File: src/rtl/core/ptb_pkg.sv
package ptb_pkg;

  localparam int SLOT_W = 4;
  localparam int REP_W  = 24;
  localparam int TAG_W  = 16;
  localparam int INT_W  = 24;

  localparam logic OP_TICK = 1'b0;
  localparam logic OP_LOAD = 1'b1;

endpackage

File: src/rtl/core/periodic_ticker_bank_top.sv
// Periodic ticker bank.
// Input channel: a word is taken when start is high and busy is low.
//   in_op = load writes one entry (delay, period, repeat count, tag) in
//   the accepting cycle; busy stays low and no result follows. A load to
//   a slot at or above NUM_TICKERS is dropped.
//   in_op = tick sweeps all entries: busy is high through the sweep,
//   one read-modify-write of the entry memory per cycle, and through
//   the drain state that empties the read pipeline.
// Result channel: out_valid strobes one word per fired entry, in index
//   order, for exactly one cycle each. A firing is held back until the
//   next one or the tick's end so that out_last_fire can mark the final
//   word; it leaves via the flush and output registers after busy falls.
//   A tick that fires nothing gives no word. The receiver cannot stall
//   the block; none is needed, as at most one word comes per cycle.
// Reset (rst_n low, synchronous) returns the sweep to idle and marks all
//   entries idle at once; no clearing pass is needed.
module periodic_ticker_bank_top
  import ptb_pkg::*;
#(
  parameter int NUM_TICKERS = 16,
  parameter int TIME_BITS   = 24
) (
  input  logic                    clk,
  input  logic                    rst_n,
  input  logic                    start,
  output logic                    busy,
  input  logic                    in_op,
  input  logic [SLOT_W-1:0]       in_slot,
  input  logic [INT_W-1:0]        in_start_delay,
  input  logic [INT_W-1:0]        in_reload_period,
  input  logic signed [REP_W-1:0] in_repeats,
  input  logic [TAG_W-1:0]        in_payload_tag,
  output logic                    out_valid,
  output logic [SLOT_W-1:0]       out_fired_slot,
  output logic [TAG_W-1:0]        out_fired_tag,
  output logic                    out_last_fire
);

  localparam int IDX_W = (NUM_TICKERS > 1) ? $clog2(NUM_TICKERS) : 1;
  localparam logic [IDX_W-1:0] LAST_IDX = IDX_W'(NUM_TICKERS - 1);

  typedef enum logic [1:0] {
    ST_IDLE,
    ST_SWEEP,
    ST_DRAIN
  } state_t;

  state_t               state_r, state_nxt;
  logic [IDX_W-1:0]     rd_idx_r, rd_idx_nxt;
  logic                 s1_vld_r, s1_vld_nxt;
  logic [IDX_W-1:0]     s1_idx_r, s1_idx_nxt;
  logic                 flush_r, flush_nxt;
  logic                 pend_vld_r, pend_vld_nxt;
  logic [SLOT_W-1:0]    pend_slot_r, pend_slot_nxt;
  logic [TAG_W-1:0]     pend_tag_r, pend_tag_nxt;
  logic                 out_valid_r, out_valid_nxt;
  logic [SLOT_W-1:0]    out_slot_r, out_slot_nxt;
  logic [TAG_W-1:0]     out_tag_r, out_tag_nxt;
  logic                 out_last_r, out_last_nxt;

  logic                    accept;
  logic                    load_go;
  logic                    wr_en;
  logic [IDX_W-1:0]        wr_idx;
  logic [TIME_BITS-1:0]    wr_delay;
  logic [TIME_BITS-1:0]    wr_period;
  logic signed [REP_W-1:0] wr_rep;
  logic [TAG_W-1:0]        wr_tag;
  logic [TIME_BITS-1:0]    rd_delay;
  logic [TIME_BITS-1:0]    rd_period;
  logic signed [REP_W-1:0] rd_rep;
  logic [TAG_W-1:0]        rd_tag;
  logic [TIME_BITS-1:0]    upd_delay;
  logic signed [REP_W-1:0] upd_rep;
  logic                    upd_fire;

  assign busy    = (state_r != ST_IDLE);
  assign accept  = start && !busy;
  assign load_go = accept && (in_op == OP_LOAD) && (32'(in_slot) < NUM_TICKERS);

  ptb_update #(
    .TIME_BITS (TIME_BITS)
  ) u_update (
    .cur_delay  (rd_delay),
    .cur_period (rd_period),
    .cur_rep    (rd_rep),
    .nxt_delay  (upd_delay),
    .nxt_rep    (upd_rep),
    .fire       (upd_fire)
  );

  // single write port: loads only while idle, write-back only during sweep and drain
  always_comb begin
    wr_en     = load_go || s1_vld_r;
    wr_idx    = s1_idx_r;
    wr_delay  = upd_delay;
    wr_period = rd_period;
    wr_rep    = upd_rep;
    wr_tag    = rd_tag;
    if (!s1_vld_r) begin
      wr_idx    = IDX_W'(in_slot);
      wr_delay  = TIME_BITS'(in_start_delay);
      wr_period = TIME_BITS'(in_reload_period);
      wr_rep    = in_repeats;
      wr_tag    = in_payload_tag;
    end
  end

  ptb_store #(
    .NUM_TICKERS (NUM_TICKERS),
    .TIME_BITS   (TIME_BITS),
    .IDX_W       (IDX_W)
  ) u_store (
    .clk       (clk),
    .rst_n     (rst_n),
    .wr_en     (wr_en),
    .wr_idx    (wr_idx),
    .wr_delay  (wr_delay),
    .wr_period (wr_period),
    .wr_rep    (wr_rep),
    .wr_tag    (wr_tag),
    .rd_en     (state_r == ST_SWEEP),
    .rd_idx    (rd_idx_r),
    .rd_delay  (rd_delay),
    .rd_period (rd_period),
    .rd_rep    (rd_rep),
    .rd_tag    (rd_tag)
  );

  always_comb begin
    state_nxt     = state_r;
    rd_idx_nxt    = rd_idx_r;
    s1_vld_nxt    = 1'b0;
    s1_idx_nxt    = s1_idx_r;
    flush_nxt     = 1'b0;
    pend_vld_nxt  = pend_vld_r;
    pend_slot_nxt = pend_slot_r;
    pend_tag_nxt  = pend_tag_r;
    out_valid_nxt = 1'b0;
    out_slot_nxt  = out_slot_r;
    out_tag_nxt   = out_tag_r;
    out_last_nxt  = 1'b0;

    case (state_r)
      ST_IDLE: begin
        if (accept && (in_op == OP_TICK)) begin
          state_nxt  = ST_SWEEP;
          rd_idx_nxt = '0;
        end
      end
      ST_SWEEP: begin
        s1_vld_nxt = 1'b1;
        s1_idx_nxt = rd_idx_r;
        if (rd_idx_r == LAST_IDX) begin
          state_nxt = ST_DRAIN;
        end else begin
          rd_idx_nxt = rd_idx_r + IDX_W'(1);
        end
      end
      ST_DRAIN: begin
        state_nxt = ST_IDLE;
        flush_nxt = 1'b1;
      end
      default: begin
        state_nxt = ST_IDLE;
      end
    endcase

    // a new firing releases the held one as not-last
    if (s1_vld_r && upd_fire) begin
      if (pend_vld_r) begin
        out_valid_nxt = 1'b1;
        out_slot_nxt  = pend_slot_r;
        out_tag_nxt   = pend_tag_r;
      end
      pend_vld_nxt  = 1'b1;
      pend_slot_nxt = SLOT_W'(s1_idx_r);
      pend_tag_nxt  = rd_tag;
    end

    if (flush_r && pend_vld_r) begin
      out_valid_nxt = 1'b1;
      out_slot_nxt  = pend_slot_r;
      out_tag_nxt   = pend_tag_r;
      out_last_nxt  = 1'b1;
      pend_vld_nxt  = 1'b0;
    end
  end

  always_ff @(posedge clk) begin
    if (!rst_n) begin
      state_r     <= ST_IDLE;
      s1_vld_r    <= 1'b0;
      flush_r     <= 1'b0;
      pend_vld_r  <= 1'b0;
      out_valid_r <= 1'b0;
      out_last_r  <= 1'b0;
    end else begin
      state_r     <= state_nxt;
      s1_vld_r    <= s1_vld_nxt;
      flush_r     <= flush_nxt;
      pend_vld_r  <= pend_vld_nxt;
      out_valid_r <= out_valid_nxt;
      out_last_r  <= out_last_nxt;
    end
    rd_idx_r    <= rd_idx_nxt;
    s1_idx_r    <= s1_idx_nxt;
    pend_slot_r <= pend_slot_nxt;
    pend_tag_r  <= pend_tag_nxt;
    out_slot_r  <= out_slot_nxt;
    out_tag_r   <= out_tag_nxt;
  end

  assign out_valid      = out_valid_r;
  assign out_fired_slot = out_slot_r;
  assign out_fired_tag  = out_tag_r;
  assign out_last_fire  = out_last_r;

`ifndef SYNTHESIS
  a_flush_idle: assert property (@(posedge clk) disable iff (!rst_n)
    flush_r |-> (state_r == ST_IDLE))
    else $error("flush outside idle");

  a_s1_busy: assert property (@(posedge clk) disable iff (!rst_n)
    s1_vld_r |-> (state_r != ST_IDLE))
    else $error("entry update while idle");

  a_pend_empty: assert property (@(posedge clk) disable iff (!rst_n)
    (state_r == ST_IDLE && !flush_r) |-> !pend_vld_r)
    else $error("held firing left after tick");

  a_load_no_busy: assert property (@(posedge clk) disable iff (!rst_n)
    (accept && in_op == OP_LOAD) |=> !busy)
    else $error("load raised busy");

  a_tick_busy: assert property (@(posedge clk) disable iff (!rst_n)
    (accept && in_op == OP_TICK) |=> (state_r == ST_SWEEP && rd_idx_r == '0))
    else $error("tick did not start sweep");
`endif

endmodule

File: src/rtl/core/ptb_store.sv
module ptb_store
  import ptb_pkg::*;
#(
  parameter int NUM_TICKERS = 16,
  parameter int TIME_BITS   = 24,
  parameter int IDX_W       = 4
) (
  input  logic                    clk,
  input  logic                    rst_n,
  input  logic                    wr_en,
  input  logic [IDX_W-1:0]        wr_idx,
  input  logic [TIME_BITS-1:0]    wr_delay,
  input  logic [TIME_BITS-1:0]    wr_period,
  input  logic signed [REP_W-1:0] wr_rep,
  input  logic [TAG_W-1:0]        wr_tag,
  input  logic                    rd_en,
  input  logic [IDX_W-1:0]        rd_idx,
  output logic [TIME_BITS-1:0]    rd_delay,
  output logic [TIME_BITS-1:0]    rd_period,
  output logic signed [REP_W-1:0] rd_rep,
  output logic [TAG_W-1:0]        rd_tag
);

  localparam int ENT_W = 2 * TIME_BITS + REP_W + TAG_W;

  logic [ENT_W-1:0]       mem_r [NUM_TICKERS];
  logic [NUM_TICKERS-1:0] valid_r;
  logic [ENT_W-1:0]       rd_data_r;
  logic                   rd_vld_r;
  logic [ENT_W-1:0]       rd_word;

  always_ff @(posedge clk) begin
    if (wr_en) begin
      mem_r[wr_idx] <= {wr_delay, wr_period, wr_rep, wr_tag};
    end
    if (rd_en) begin
      rd_data_r <= mem_r[rd_idx];
    end
  end

  // never-written entries read as zero (idle)
  always_ff @(posedge clk) begin
    if (!rst_n) begin
      valid_r  <= '0;
      rd_vld_r <= 1'b0;
    end else begin
      if (wr_en) begin
        valid_r[wr_idx] <= 1'b1;
      end
      if (rd_en) begin
        rd_vld_r <= valid_r[rd_idx];
      end
    end
  end

  assign rd_word = rd_vld_r ? rd_data_r : '0;

  assign {rd_delay, rd_period, rd_rep, rd_tag} = rd_word;

endmodule

File: src/rtl/core/ptb_update.sv
module ptb_update
  import ptb_pkg::*;
#(
  parameter int TIME_BITS = 24
) (
  input  logic [TIME_BITS-1:0]    cur_delay,
  input  logic [TIME_BITS-1:0]    cur_period,
  input  logic signed [REP_W-1:0] cur_rep,
  output logic [TIME_BITS-1:0]    nxt_delay,
  output logic signed [REP_W-1:0] nxt_rep,
  output logic                    fire
);

  logic [TIME_BITS-1:0]    dec;
  logic signed [REP_W-1:0] rep_dec;

  always_comb begin
    dec       = cur_delay - TIME_BITS'(1);
    rep_dec   = cur_rep - REP_W'(1);
    nxt_delay = cur_delay;
    nxt_rep   = cur_rep;
    fire      = 1'b0;
    if (cur_delay != '0) begin
      nxt_delay = dec;
      if (dec == '0) begin
        fire = 1'b1;
        if (cur_rep != '0) begin
          nxt_delay = cur_period;
          if (!cur_rep[REP_W-1]) begin
            nxt_rep = rep_dec;
          end
        end
      end
    end
  end

endmodule
File: config.mk
export PLATFORM = sky130hd
export DESIGN_NAME = periodic_ticker_bank_top
export DESIGN_NICKNAME = d
export VERILOG_FILES = /design/src/rtl/core/ptb_pkg.sv /design/src/rtl/core/periodic_ticker_bank_top.sv /design/src/rtl/core/ptb_store.sv /design/src/rtl/core/ptb_update.sv
export SDC_FILE = /design/constraint.sdc
export NUM_CORES = 2
export LEC_CHECK = 0
export ABC_AREA = 1
export BUFFER_PORTS_ARGS = -buffer_cell sky130_fd_sc_hd__buf_2
export CORE_ASPECT_RATIO = 1.5
export CORE_MARGIN = 5
export CORE_UTILIZATION = 50
export DETAILED_ROUTE_END_ITERATION = 7
export PLACE_DENSITY = 0.64
export SLEW_MARGIN = 25
export SYNTH_ARGS = -nofsm -noshare
export SYNTH_HDL_FRONTEND = slang
export SYNTH_SLANG_ARGS = --single-unit
File: constraint.sdc
create_clock -name clk -period 5.75 [get_ports clk]
set_input_delay 0.2875 -clock clk [delete_from_list [all_inputs] [get_ports clk]]
set_output_delay 0.2875 -clock clk [all_outputs]
set_load 0.03 [all_outputs]
==> run summary <==
Clk pwr share - 37.2%
Worst path required time - 6160 ps
Outcome - complete, no violations
Wirelength per Cell - 24.6 um
Ratio of cells with drive above 1 in the final layout - 9.67%
# setup viols final - 0
Syn_nets - 5033
Crit path time final - 4490 ps
Period utilisation layout - 78.1%
NetSw - 5950 uW
DRT Pass-1 Iters - 5
Syn Inst Count - 4932
Fraction of the mapped netlist area in compound gates - 8.85%
Mapped cell area - 0.0637 sq mm
Most used routing layer in global routing - met2
Initial antenna violation count - 4
CORE AREA - 0.127 sq mm
Hold Path End - u_store.mem_r[9][12]
Post-synthesis adder-cell area fraction - 0.0982%
Nets - 5095
Type of the worst setup path - flip-flop to flip-flop
First-pass GRT wire length - 248000 um
Syn Area/Cell - 12.9 sq um
Setup_tns - 0 ps
Row count - 160
Post-CTS Setup Bufs - 0
Met1 Track Usage GR - 32.4%
Sink Count - 1568
Net Sw Frac - 24.2%
Worst r2r src - u_store.rd_vld_r
Number of synthesis warnings - 0
Post-synthesis sequential area ratio - 73.5%
Mux cell area share after synthesis - 2.36%
Clock Skew - 25.7 ps
Post-synth EDFFs - 1544
Residual DRC - 0
Hpwl dp - 87000 um
P per Cell Area - 345 mW/mm^2
M2 GR Usage - 41.9%
Largest net degree at the start of global routing - 188
Count leader, synth - edfxtp_1
Met3 Usage GRT - 3.19%
Vert. Die Dim - 447 um
I/O Buffers - 118
Routed vias/inst - 5.94
Layout area overhead - 11.5%
Final WL - 168000 um
Crit path launch type - flip-flop
Synth cell count leaders - edfxtp_1 (1544), nor2_1 (901), nand2_1 (668)
GRT Overall Usage - 24.6%
Vias in the first global route - 39000
Starting DRT DRC Count - 4153
Dominant cell type by area after synthesis - edfxtp_1
Arr. time, crit path - 4900 ps
Synth Area in Simple Gates - 12.1%
Lkg Pwr - 0.0244 uW
Flop pwr share - 52.7%
Largest family of logic cells by synthesized area - simple AND/OR/NAND/NOR gates
Max cap viols - 0
Int Pwr - 18600 uW
Hold path cells - 4
Commonest register cell after synthesis - edfxtp_1
Remaining antenna violation count - 0
Number of CTS-inserted buffers - 142
Slew headroom - 25.6%
RSZ-0062 raised after global routing - no
H-tree depth - 4
Final Hold Viols - 0
Largest cells by area after synthesis - edfxtp_1 (73%), nor2_1 (5.3%), nand2_1 (3.9%)
Die W - 301 um
Fmax achieved - 223 MHz
CTS tree - done
IO Count - 119
FFs w/ async S/R, synth - 0%
Clock Tree Buf Depth - 3
Design area - 0.0710 sq mm
Final Util - 56.1%
Register clock-pin slew on the reported worst setup and hold paths - 60 ps
Vias - 40400
Cts hold-fix bufs - 14
Min-delay src - in_payload_tag[12]
R2R depth - 16
Slew @ Worst Pin - 1120 ps
Worst hold path type - primary input to flip-flop
Worst VDD drop - 0.333 mV
Placed Area - 0.0665 sq mm
Register bit total from synthesis - 1568
Gp weighted congestion - 0.895
Root buf cell - clkbuf_16
Comb pwr share - 10.1%
Max FO, Critical Path - 40
Synth top area share - 72.8%
Pins Over Slew Limit - 0
Clk_lat worst skew - 780 ps
XOR/XNOR Fraction of Synth Area - 0.287%
R2r endpoint - u_store.mem_r[2][27]
Cts repair resizes - 0
Total global routing overflow - 0
Cell variety after synth - 37
Die Area - 0.135 sq mm
Register-to-register setup slack - 1260 ps
Initial Utilization - 50.3%
Setup crit end kind - flip-flop
-- kinds of logic (layout without fill, tap and decap cells) --
group	Yosys count	count (layout)
muxes	150	150
and+or+nand+nor	1896	1896
xor gates and xnor gates	20	20
other	0	2
AOI/OAI and AO/OA	845	845
adders and majority gates	5	5
DFF	1568	1568
buffers and inverters	448	625
-- worst max-delay path by stage --
| stage | startpoint | cells past startpoint | slack (ps) | endpoint |
|---|---|---|---|---|
| after floorplan | state_r[0] | 4 | 60 | rd_idx_r[0] |
| after global placement | u_store.rd_vld_r | 16 | 1300 | u_store.mem_r[0][34] |
| after detailed placement | u_store.rd_vld_r | 16 | 1270 | u_store.mem_r[12][35] |
| after CTS | u_store.rd_vld_r | 16 | 1250 | u_store.mem_r[3][27] |
| after global routing | u_store.rd_vld_r | 16 | 910 | u_store.mem_r[14][17] |
| final | u_store.rd_vld_r | 16 | 1260 | u_store.mem_r[2][27] |
-- sequential cells by signal, summed over array words and instances, names as in the netlist, 4 cells and up --
name and cells:
u_store.mem_r 1408, u_store.rd_data_r 88, out_fired_tag 16, pend_tag_r 16, u_store.valid_r 16, out_fired_slot 4, pend_slot_r 4, rd_idx_r 4
s1_idx_r 4
-- per-layer routing --
metal	up-vias	wire [um]
met1	20200	66700
met4	0	6500
met3	335	10600
met5	-	0
met2	1578	84000
li1	18300	-
-- power by group through the flow --
stage / Clock, uW / Sequential, uW / Combinational, uW
after floorplan: 0 / 13200 / 1660
after global placement: 0 / 13200 / 2430
after detailed placement: 0 / 13200 / 2460
after CTS: 9250 / 12900 / 2480
after global routing: 9710 / 12900 / 2720
final: 9110 / 12900 / 2480
-- cell type report --
type                    count  area, sq um
clock inverters            68          624
fillers                 10100        55700
flip-flops and latches   1568        46800
clock buffers             191         3790
diodes                      2         5.00
well taps                1701         2130
repair buffers            239         1900
inverters                 127          502
multi-input cells        2916        15200
-- worst max-delay path: stages, from the launching register on --
cell,delay (ps)
dfxtp_4,760
nand2_1,280
ha_1,310
nand2_1,160
nor2_4,70
nand3_1,130
nor2_1,60
nand2_1,60
nand2_1,90
inv_1,80
nand4_1,120
nor2_4,540
nand2_1,750
nand2_1,250
nand2_1,70
nand2_1,60
nand2_1,290
-- per-stage QoR --
step           hold WS, ps  power, uW  setup slack [ps]  cells
2_1_floorplan          400      14800              60.9   4932
3_3_place_gp           401      15600              1300   6534
3_5_place_dp           405      15600              1270   6537
4_1_cts               9.63      24700              1250   6810
5_1_grt               77.3      25400               915   6811
6_report              40.0      24500              1260   6812
-- cell usage in the layout, fill, tap and decap left out, types with 5 or more instances in the layout --
| cell | n |
|---|---|
| buf_12 | 26 |
| or2_2 | 5 |
| nand2_1 | 668 |
| clkbuf_16 | 144 |
| inv_1 | 117 |
| xor2_1 | 19 |
| clkinv_2 | 18 |
| nor2_4 | 26 |
| o21ai_0 | 418 |
| o21ai_1 | 13 |
| nor2_1 | 883 |
| nor3_1 | 5 |
| o211ai_1 | 28 |
| bufinv_16 | 8 |
| inv_2 | 5 |
| nand4_1 | 15 |
| ha_1 | 5 |
| nand3_1 | 260 |
| a21oi_1 | 23 |
| nand2_2 | 14 |
| nand2_4 | 7 |
| clkinvlp_4 | 5 |
| edfxtp_1 | 1544 |
| dlygate4sd3_1 | 14 |
| nor2_2 | 7 |
| o32ai_1 | 206 |
| clkbuf_1 | 46 |
| o221ai_1 | 150 |
| inv_6 | 11 |
| buf_2 | 118 |
| buf_4 | 79 |
| mux2i_1 | 150 |
| dfxtp_1 | 22 |
| clkinv_1 | 23 |
Note: power is estimated with default switching activity, not from simulation.
